### config.mk
export PLATFORM = sky130hd
export DESIGN_NAME = rqs_ram
export DESIGN_NICKNAME = d
export VERILOG_FILES = /design/src/request_queue_scheduler_unit_defines.svh /design/src/rqs_ram.sv
export SDC_FILE = /design/constraint.sdc
export NUM_CORES = 1
export LEC_CHECK = 0
export BUFFER_PORTS_ARGS = -buffer_cell sky130_fd_sc_hd__buf_4
export CAP_MARGIN = 20
export CORE_ASPECT_RATIO = 0.7
export CORE_MARGIN = 2
export CORE_UTILIZATION = 56
export DETAILED_ROUTE_END_ITERATION = 7
export PLACE_DENSITY = 0.83
export SETUP_SLACK_MARGIN = 0.05
export SLEW_MARGIN = 20
export SYNTH_ARGS = -nofsm -noshare
export SYNTH_HDL_FRONTEND = slang
export SYNTH_SLANG_ARGS = --single-unit
### constraint.sdc
create_clock -name clk_i -period 1.7 [get_ports clk_i]
set_input_delay 0.17 -clock clk_i [delete_from_list [all_inputs] [get_ports clk_i]]
set_output_delay 0.17 -clock clk_i [all_outputs]
set_load 0.02 [all_outputs]
### src/request_queue_scheduler_unit_defines.svh
// Assertion macros shared by the request queue scheduler RTL.
`ifndef REQUEST_QUEUE_SCHEDULER_UNIT_DEFINES_SVH
`define REQUEST_QUEUE_SCHEDULER_UNIT_DEFINES_SVH

// Check a property on every clock edge outside reset.
`define RQS_ASSERT(lbl, prop, msg) \
  lbl: assert property (@(posedge clk_i) disable iff (!rst_ni) (prop)) else $error(msg);

// Check that a condition in one cycle implies another in the next cycle.
`define RQS_ASSERT_NEXT(lbl, ante, cons, msg) \
  lbl: assert property (@(posedge clk_i) disable iff (!rst_ni) (ante) |=> (cons)) else $error(msg);

`endif

### src/rqs_ram.sv
// Generic single-port-write, single-port-read RAM with registered read data.
module rqs_ram #(
  parameter int unsigned WIDTH = 8,
  parameter int unsigned DEPTH = 64
) (
  input  logic                     clk_i,
  input  logic                     we_i,
  input  logic [$clog2(DEPTH)-1:0] waddr_i,
  input  logic [WIDTH-1:0]         wdata_i,
  input  logic [$clog2(DEPTH)-1:0] raddr_i,
  output logic [WIDTH-1:0]         rdata_o
);

  logic [WIDTH-1:0] mem_q [DEPTH];

  always_ff @(posedge clk_i) begin
    if (we_i) begin
      mem_q[waddr_i] <= wdata_i;
    end
    rdata_o <= mem_q[raddr_i];
  end

endmodule

==> impl_metrics.toml <==
[synth]
synth-edff-count = 512
synth_commonest_cells = "512 x edfxtp_1, 126 x mux4_2, 83 x nor2_1"
synthTopCellsByArea = "edfxtp_1 76%, mux4_2 14%, nor2_1 1.5%"
seq_area_frac_synth_pct = 77.0
async_flop_share_pct = 0
synth_most_common_cell = "edfxtp_1"
syn_area_mm2 = 0.0202
synth_nets = 962
synth.top_cell.area_share_pct = 76.2
yosysWarnings = 0
synthFlopType = "edfxtp_1"
syn_avg_cell_area_um2 = 21.5
syn_inst = 940
synth.ff_latch_count = 520
yosysTopAreaCell = "edfxtp_1"
synth_cell_types = 40

[floorplan]
rows = 58
dieArea_mm2 = 0.0376
start_util_pct = 56.5
core_mm2 = 0.0357
die_h_um = 163
die_w_um = 231
io_pins = 30

[critical_path]
worstReg2RegEnd = "rdata_o[6]"
worst-path-buf-inv = 0
crit_path_end_kind = "flip-flop"
r2r-start = "mem_q[29][6]"
crit_required_ps = 2140
cp_cell_sequence = "mux4_2, mux2_4, o221a_2, nor3_4, o32ai_1"
cp.arrival_ps = 2350
cp-start-kind = "flip-flop"
reg2reg_depth = 5
crit_slowest_cell = "mux4_2"
crit_family = "multiplexers"
cp_num_cells = 5
regToRegSetupSlack_ps = -220
cp_slowest_stage_delay_ps = 490
crit_type = "flip-flop to flip-flop"
cp_max_fo = 1

[timing]
rsz0062_at_grt = "yes"
post-route-period-util_pct = 113
worst_pin_slew_ps = 756
slew_headroom_pct = 49.6
fmax_ghz = 0.522
finalCriticalPeriod_ps = 1920
final_max_slew_viol_count = 0
hold_viol_final = 0
fin_ws_ps = -217
setup_viol = 8
fin_worst_skew_ps = 27.7

[detailed_routing]
drt_pre_antenna_iters = 5
first_iter_violations = 1517
num_vias = 10600
drc_errors = 0
drtAntennaViolNets = 0
avgViaCountPerCell = 6.48
wl_per_cell_um = 28.8
wl_mm = 47.2

[cts]
clk_path_buf_depth = 3
clkTransAtPathRegs_ps = 70
cts_buffers = 45
clock_latency_ps = 580
htreeDepth = 2
tritoncts = "done"
cts_sinks = 520
cts_setup_buffers = 0
root_buffer = "clkbuf_16"

[placed_design]
dp_cells = 1555
place_ws_ps = -680
routabilityCongestion = 0.845
numPortBuffers = 29
dp_hpwl_mm = 29.4

[hold_path]
hold_path.class = "input pin to flip-flop"
hold_path_end = "mem_q[61][1]"
hold_depth = 1
hp-start = "wdata_i[1]"

[job]
cap_violations = 0

[power_and_ir_drop]
leakagePower_nw = 7.73
peakVddDrop_mv = 0.778
power_density_mw_per_mm2 = 1100

[cells_and_area]
fin_nets = 1147
fin_cells = 1640
area_growth_pct = 17.4
drive_above_1_share_pct = 34.7
num_antenna_cells = 0
final.fill_count = 2167

[grt]
grt_use_total_pct = 25.8
antenna_found_initial = 0
grt_pass1_wl_mm = 69.7
grt_max_degree = 65
gr-total-overflow = 0
grt_pass1_vias = 10600

[run_status]
status = "finished with violations"
violations = "negative setup slack"
## what timing repair did
item                                   CTS  global route
setup endpoints to repair                8             8
hold buffers                             1             2
pin swaps                                5             4
resized for setup                       22             3
endpoints found under the hold margin   16             1
## sequential cells by signal, indices dropped and copies added (netlist names)
| register | count |
|---|---|
| mem_q | 512 |
| rdata_o | 8 |
## per-layer routing
layer / GRT usage, % / up-vias / wire length, um
met3: 7.00 / 113 / 6010
li1: - / 4290 / -
met5: 0 / - / 0
met4: 7.57 / 0 / 1310
met1: 38.2 / 5433 / 18400
met2: 38.4 / 784 / 21500
## kinds of logic after synthesis
| group | count (synthesis) | synth area share [%] |
|---|---|---|
| buffers and inverters | 51 | 1.57 |
| muxes | 162 | 15.9 |
| AOI/OAI and AO/OA | 54 | 2.07 |
| and+or+nand+nor | 153 | 3.39 |
| DFF | 520 | 77.0 |
## cell usage in the layout, fill, tap and decap left out, types with 11 or more instances in the layout
master,count
mux2i_1,23
edfxtp_1,512
nand2_1,19
clkinv_1,11
nor2b_1,14
nor2_1,80
nand3_1,13
buf_4,168
clkbuf_1,13
mux4_2,126
clkbuf_16,47
buf_12,17
## worst register-to-register path: stages, from the launching register on
cell and delay, ps:
edfxtp_1 370, mux4_2 490, mux2_4 290, o221a_2 300, nor3_4 200, o32ai_1 130
## where the power goes
part	total, mW	leakage (nW)	internal [mW]	switching [mW]
logic	1.62	2.35	0.693	0.928
clock network	10.2	0.707	5.82	4.40
registers	14.2	4.67	14.2	0.0473
## per-stage QoR
| stage | TNS (ps) | total power, mW | hold WS [ps] | instance area [um^2] | utilization (%) |
|---|---|---|---|---|---|
| 2_1_floorplan | -48.7 | 15.3 | 269 | 20200 | - |
| 3_5_place_dp | -4670 | 16.0 | 521 | 22100 | 61.9 |
| 4_1_cts | -793 | 26.1 | -48.7 | 23600 | 66.2 |
| 5_1_grt | -1220 | 26.7 | 29.7 | 23700 | 66.3 |
| 3_3_place_gp | -4300 | 16.0 | 499 | 22100 | 61.9 |
| 6_report | -903 | 26.1 | 25.0 | 23700 | 66.3 |
## how the worst max path moves through the flow
stage	start	end
floorplan	raddr_i[0]	rdata_o[7]
global placement	raddr_i[0]	rdata_o[7]
detailed placement	raddr_i[0]	rdata_o[1]
CTS	mem_q[21][4]	rdata_o[4]
global route	mem_q[7][1]	rdata_o[1]
finish	mem_q[29][6]	rdata_o[6]
## final cells by class
class,count,area [um^2],area share [%]
clock inverters,22,225,0.951
flip-flops and latches,520,15500,65.6
well taps,480,601,2.54
repair buffers,189,1650,6.95
clock buffers,60,1220,5.17
multi-input cells,369,4450,18.8
Power figures use the tool's default switching activity.
