===== src/request_queue_scheduler_unit_defines.svh =====
// Assertion macros shared by the request queue scheduler RTL.
`ifndef REQUEST_QUEUE_SCHEDULER_UNIT_DEFINES_SVH
`define REQUEST_QUEUE_SCHEDULER_UNIT_DEFINES_SVH

// Check a property on every clock edge outside reset.
`define RQS_ASSERT(lbl, prop, msg) \
  lbl: assert property (@(posedge clk_i) disable iff (!rst_ni) (prop)) else $error(msg);

// Check that a condition in one cycle implies another in the next cycle.
`define RQS_ASSERT_NEXT(lbl, ante, cons, msg) \
  lbl: assert property (@(posedge clk_i) disable iff (!rst_ni) (ante) |=> (cons)) else $error(msg);

`endif


===== src/rqs_pkg.sv =====
// Shared types, constants and helper functions of the request queue scheduler.
package rqs_pkg;

  localparam int unsigned RQS_DEPTH  = 64;
  localparam int unsigned CONN_W     = 16;
  localparam int unsigned SIZE_W     = 31;
  localparam int unsigned HANDLE_W   = 32;
  localparam int unsigned FILL_W     = 7;
  localparam int unsigned CAP_W      = 7;
  localparam int unsigned MODE_W     = 2;
  localparam int unsigned STATUS_W   = 2;
  localparam int unsigned LFSR_W     = 16;
  localparam int unsigned CFG_IDX_W  = 1;
  localparam int unsigned CFG_DATA_W = 7;

  localparam logic [LFSR_W-1:0] LFSR_SEED = 16'hACE1;
  localparam logic [CAP_W-1:0]  CAP_RESET = 7'd1;

  typedef enum logic [STATUS_W-1:0] {
    ST_ENQ   = 2'd0,
    ST_DEQ   = 2'd1,
    ST_FULL  = 2'd2,
    ST_EMPTY = 2'd3
  } status_e;

  typedef enum logic [MODE_W-1:0] {
    MODE_FIFO   = 2'd0,
    MODE_SFF    = 2'd1,
    MODE_RANDOM = 2'd2
  } mode_e;

  typedef enum logic {
    CMD_ENQ = 1'b0,
    CMD_DEQ = 1'b1
  } cmd_e;

  typedef enum logic [CFG_IDX_W-1:0] {
    CFG_SCHED_MODE = 1'b0,
    CFG_CAPACITY   = 1'b1
  } cfg_idx_e;

  typedef struct packed {
    logic [CONN_W-1:0]   conn_id;
    logic [SIZE_W-1:0]   file_size;
    logic [HANDLE_W-1:0] name_handle;
  } entry_t;

  localparam int unsigned ENTRY_W = $bits(entry_t);

  typedef struct packed {
    status_e           status;
    entry_t            entry;
    logic [FILL_W-1:0] fill;
  } result_t;

  // Fibonacci LFSR, taps 16, 14, 13, 11, shifting right.
  function automatic logic [LFSR_W-1:0] lfsr_next(input logic [LFSR_W-1:0] v);
    logic fb;
    fb = v[0] ^ v[2] ^ v[3] ^ v[5];
    return {fb, v[LFSR_W-1:1]};
  endfunction

endpackage


===== src/rqs_modulo.sv =====
// Restoring remainder unit: LFSR value modulo the entry count, one bit a cycle.
module rqs_modulo import rqs_pkg::*; #(
  parameter int unsigned DIV_W = 7
) (
  input  logic              clk_i,
  input  logic              rst_ni,
  input  logic              start_i,
  input  logic [LFSR_W-1:0] dividend_i,
  input  logic [DIV_W-1:0]  divisor_i,
  output logic              done_o,
  output logic [DIV_W-1:0]  rem_o
);

  localparam int unsigned STEP_W = $clog2(LFSR_W);

  logic              busy_q, busy_d;
  logic              done_q, done_d;
  logic [STEP_W-1:0] step_q, step_d;
  logic [LFSR_W-1:0] dvd_q, dvd_d;
  logic [DIV_W-1:0]  rem_q, rem_d;
  logic [DIV_W:0]    trial;
  logic [DIV_W:0]    diff;

  assign trial = {rem_q, dvd_q[LFSR_W-1]};
  assign diff  = trial - {1'b0, divisor_i};

  always_comb begin
    busy_d = busy_q;
    done_d = 1'b0;
    step_d = step_q;
    dvd_d  = dvd_q;
    rem_d  = rem_q;
    if (start_i) begin
      busy_d = 1'b1;
      step_d = '0;
      dvd_d  = dividend_i;
      rem_d  = '0;
    end else if (busy_q) begin
      // subtract when the partial remainder reaches the divisor
      if (trial >= {1'b0, divisor_i}) begin
        rem_d = diff[DIV_W-1:0];
      end else begin
        rem_d = trial[DIV_W-1:0];
      end
      dvd_d  = {dvd_q[LFSR_W-2:0], 1'b0};
      step_d = step_q + STEP_W'(1);
      if (step_q == STEP_W'(LFSR_W - 1)) begin
        busy_d = 1'b0;
        done_d = 1'b1;
      end
    end
  end

  always_ff @(posedge clk_i or negedge rst_ni) begin
    if (!rst_ni) begin
      busy_q <= 1'b0;
      done_q <= 1'b0;
      step_q <= '0;
    end else begin
      busy_q <= busy_d;
      done_q <= done_d;
      step_q <= step_d;
    end
  end

  always_ff @(posedge clk_i) begin
    dvd_q <= dvd_d;
    rem_q <= rem_d;
  end

  assign done_o = done_q;
  assign rem_o  = rem_q;

endmodule


===== config.mk =====
export PLATFORM = sky130hd
export DESIGN_NAME = rqs_modulo
export DESIGN_NICKNAME = d
export VERILOG_FILES = /design/src/request_queue_scheduler_unit_defines.svh /design/src/rqs_pkg.sv /design/src/rqs_modulo.sv
export SDC_FILE = /design/constraint.sdc
export NUM_CORES = 1
export LEC_CHECK = 0
export BUFFER_PORTS_ARGS = -buffer_cell sky130_fd_sc_hd__clkbuf_2
export CAP_MARGIN = 5
export CORE_UTILIZATION = 50
export DETAILED_ROUTE_END_ITERATION = 16
export PLACE_DENSITY = 0.74
export SYNTH_ARGS = -nofsm -noshare
export SYNTH_HDL_FRONTEND = slang
export SYNTH_SLANG_ARGS = --single-unit

===== constraint.sdc =====
create_clock -name clk_i -period 2.4 [get_ports clk_i]
set_input_delay 0.36 -clock clk_i [delete_from_list [all_inputs] [get_ports clk_i]]
set_output_delay 0.36 -clock clk_i [all_outputs]
set_load 0.01 [all_outputs]

==> flow_summary.yaml <==
outcome:
  status: "completed"
grt:
  antenna_found_initial: 0
  grt_max_degree: 24
  grt_usage_pct: 19.8
  grt_pass1_wl_um: 5190
  grt_overflow: 0
  grt_pass1_vias: 1206
logic_synthesis:
  avgSynthCellArea_um2: 11.0
  synthArstFlopShare_pct: 20.7
  synth-edff-count: 16
  seq_area_frac_synth_pct: 45.4
  ys_ff_latch: 29
  netlist_area_mm2: 0.00170
  synth_fp_nets: 189
  syn_inst: 154
  synthFlopType: "edfxtp_1"
  yosysWarnings: 0
  synthDistinctLibCells: 43
final_layout:
  drive_gt1_share_pct: 34.2
  num-nets-final: 224
  syn2layout_area_growth_pct: 15.4
  diodes: 0
clock_tree:
  postCtsSetupRepairBufs: 0
  cts.sinks: 29
  clockBufferDepth: 2
  clk_latency_ps: 320
  numCtsBuffers: 5
  clock-root-buffer: "clkbuf_4"
  htree_levels: 2
  tritoncts: "done"
  path_clk_slew_ps: 90
setup_path:
  startpoint_type: "register"
  cp_max_fo: 9
  path_class: "register to register"
  reg2reg_to: "rem_o[0]"
  critical_path_arrival_ps: 2380
  r2r_cells: 8
  end_kind: "register"
  reg2reg_from: "dvd_q[15]"
  path_cells: "inv_1 > ha_1 > inv_1 > fa_1 > a211oi_1 > or3_4 > and3_4 > a311oi_2"
  slowest_stage: "fa_1"
  cp_top_family: "adder cells"
  critical_path_buf_inv_count: 2
  crit_top_cell: "inv_1"
  crit_required_ps: 2570
  max_stage_delay_ps: 400
  r2r_slack_ps: 190
sta:
  finalSetupTns_ps: 0
  finClkSkew_ps: 9.13
  hold-worst-slack_ps: 327
  fin_crit_sh_pct: 92.2
  final.min_clock_period_ps: 2210
  rsz0062_at_grt: "no"
  finalHoldViolCount: 0
  tightest_slew_ps: 723
  relSlewSlack_pct: 51.8
  maxSlewViolCount: 0
  fmax_mhz: 452
  setup_viol: 0
die:
  die-area_mm2: 0.00363
  die_w_um: 60.3
  core_mm2: 0.00313
  start_util_pct: 54.2
  die_h_um: 60.3
  rows: 20
  ios: 34
flow_run:
  maxCapViolCount: 0
routing:
  drtIter0Drc: 93
  drc: 0
  wl_um: 3010
  dr.pass1.iters: 4
  wl_per_cell_um: 12.9
  detail-route-antenna-nets: 0
  vias: 1252
  vias_per_cell: 5.35
power:
  cellLeakagePower_nw: 0.858
  power.density_mw_per_mm2: 872
  max-vdd-ir-drop_uv: 421
place:
  dpl.hpwl_um: 2270
  port-buffer-count: 33
  routabilityCongestion: 0.806
worst_hold_path:
  whs_endpoint: "dvd_q[0]"
  min_path_type: "primary input to register"
  hold_depth: 2
  hp-start: "dividend_i[0]"
-- flip-flops by register name, summed over array words and instances (netlist names) --
| register | count |
|---|---|
| done_o | 1 |
| dvd_q | 16 |
| busy_q | 1 |
| step_q | 4 |
| rem_o | 7 |
-- worst reg2reg max path: cells and delay by family, from the launching register on --
kind,cells,cell delay [ps]
adder cells (fa/ha/maj),2,570
AND/OR/NAND/NOR,2,500
AO/OA/AOI/OAI,2,460
flip-flops,1,370
buffers and inverters,2,170
-- worst max path at each step --
stage	start	end	cells after the start
3_3_place_gp	dvd_q[15]	rem_o[0]	8
6_report	dvd_q[15]	rem_o[0]	8
4_1_cts	dvd_q[15]	rem_o[0]	8
2_1_floorplan	dvd_q[15]	rem_o[0]	9
5_1_grt	dvd_q[15]	rem_o[0]	8
3_5_place_dp	dvd_q[15]	rem_o[0]	8
-- per-stage QoR --
step                area, um^2  setup WS, ps  instances  util (%)  total power, W
detailed placement        1890           105        225      60.6         0.00144
global placement          1890           172        225      60.6         0.00142
finish                    1960           187        234      62.6         0.00171
global route              1960          23.6        234      62.6         0.00184
CTS                       1950          91.3        234      62.4         0.00171
floorplan                 1700           385        154         -         0.00124
-- cells in the mapped netlist, types with 2 or more instances --
cell type / number / area [um^2]
mux2_2: 15 / 169
a311oi_1: 3 / 26.3
edfxtp_1: 16 / 480
dfrtp_1: 6 / 150
nand3_1: 3 / 15.0
dfxtp_1: 7 / 140
clkbuf_1: 6 / 22.5
nand2_1: 7 / 26.3
nor3b_1: 8 / 60.1
nor2_1: 14 / 52.6
o21bai_1: 2 / 15.0
o21ai_0: 3 / 15.0
ha_1: 8 / 100
a41oi_1: 4 / 35.0
xor2_1: 2 / 17.5
a311oi_2: 2 / 30.0
or2_2: 2 / 12.5
nand4_1: 2 / 12.5
a211oi_1: 2 / 15.0
a21o_1: 3 / 22.5
inv_1: 12 / 45.0
xnor2_1: 4 / 35.0
nand2b_1: 3 / 18.8
-- where the power goes --
group | switching, W | total (W) | internal [W] | leakage, nW
sequential | 0.0000689 | 0.000679 | 0.000610 | 0.305
combinational | 0.000388 | 0.000761 | 0.000373 | 0.526
clock | 0.000155 | 0.000268 | 0.000112 | 0.0269
-- layout by cell type, fill, tap and decap left out, types with 2 or more instances in the layout --
cell type  instances
clkbuf_2          33
edfxtp_1          16
mux2_2            15
nor2_1            14
inv_1             12
nor3b_1            8
ha_1               8
nand2_1            7
dfxtp_1            7
dfrtp_1            6
clkbuf_4           5
xnor2_1            4
a41oi_1            4
nand3_1            3
a21o_1             3
nand2b_1           3
o21ai_0            3
a311oi_1           3
or2_2              2
xor2_1             2
a211oi_1           2
nand4_1            2
o21bai_1           2
a311oi_2           2
clkbuf_1           2
buf_4              2
-- logic make-up (layout without fill, tap and decap cells) --
family	after synthesis	in the layout	synth area share, %
compound gates	29	29	14.6
xor+xnor	6	6	3.10
fa+ha+maj	9	9	7.08
buf+inv	20	56	4.87
flops	29	29	45.4
mux	16	16	10.5
simple gates	45	45	14.4
-- final cells by class --
type / count / area (um^2)
tap: 44 / 55.1
multi-input combinational: 105 / 848
timing repair buffer: 36 / 190
sequential: 29 / 771
inverter: 12 / 45.0
clock inverter: 1 / 3.75
clock buffer: 7 / 45.0
fill: 270 / 1170
-- timing repair --
item                       in CTS  in global routing
gates resized for setup         0                  1
hold buffers                    1                  0
hold endpoints to repair        6                  0
setup endpoints to repair       0                  5
-- metal layers --
| metal | global-route usage, % | up-vias | routed length, um |
|---|---|---|---|
| met5 | 0 | - | 0 |
| met4 | 9.97 | 0 | 42 |
| met3 | 6.06 | 5 | 186 |
| met2 | 31.4 | 39 | 1420 |
| met1 | 24.1 | 573 | 1360 |
| li1 | - | 635 | - |
(Power assumes the default switching activity.)
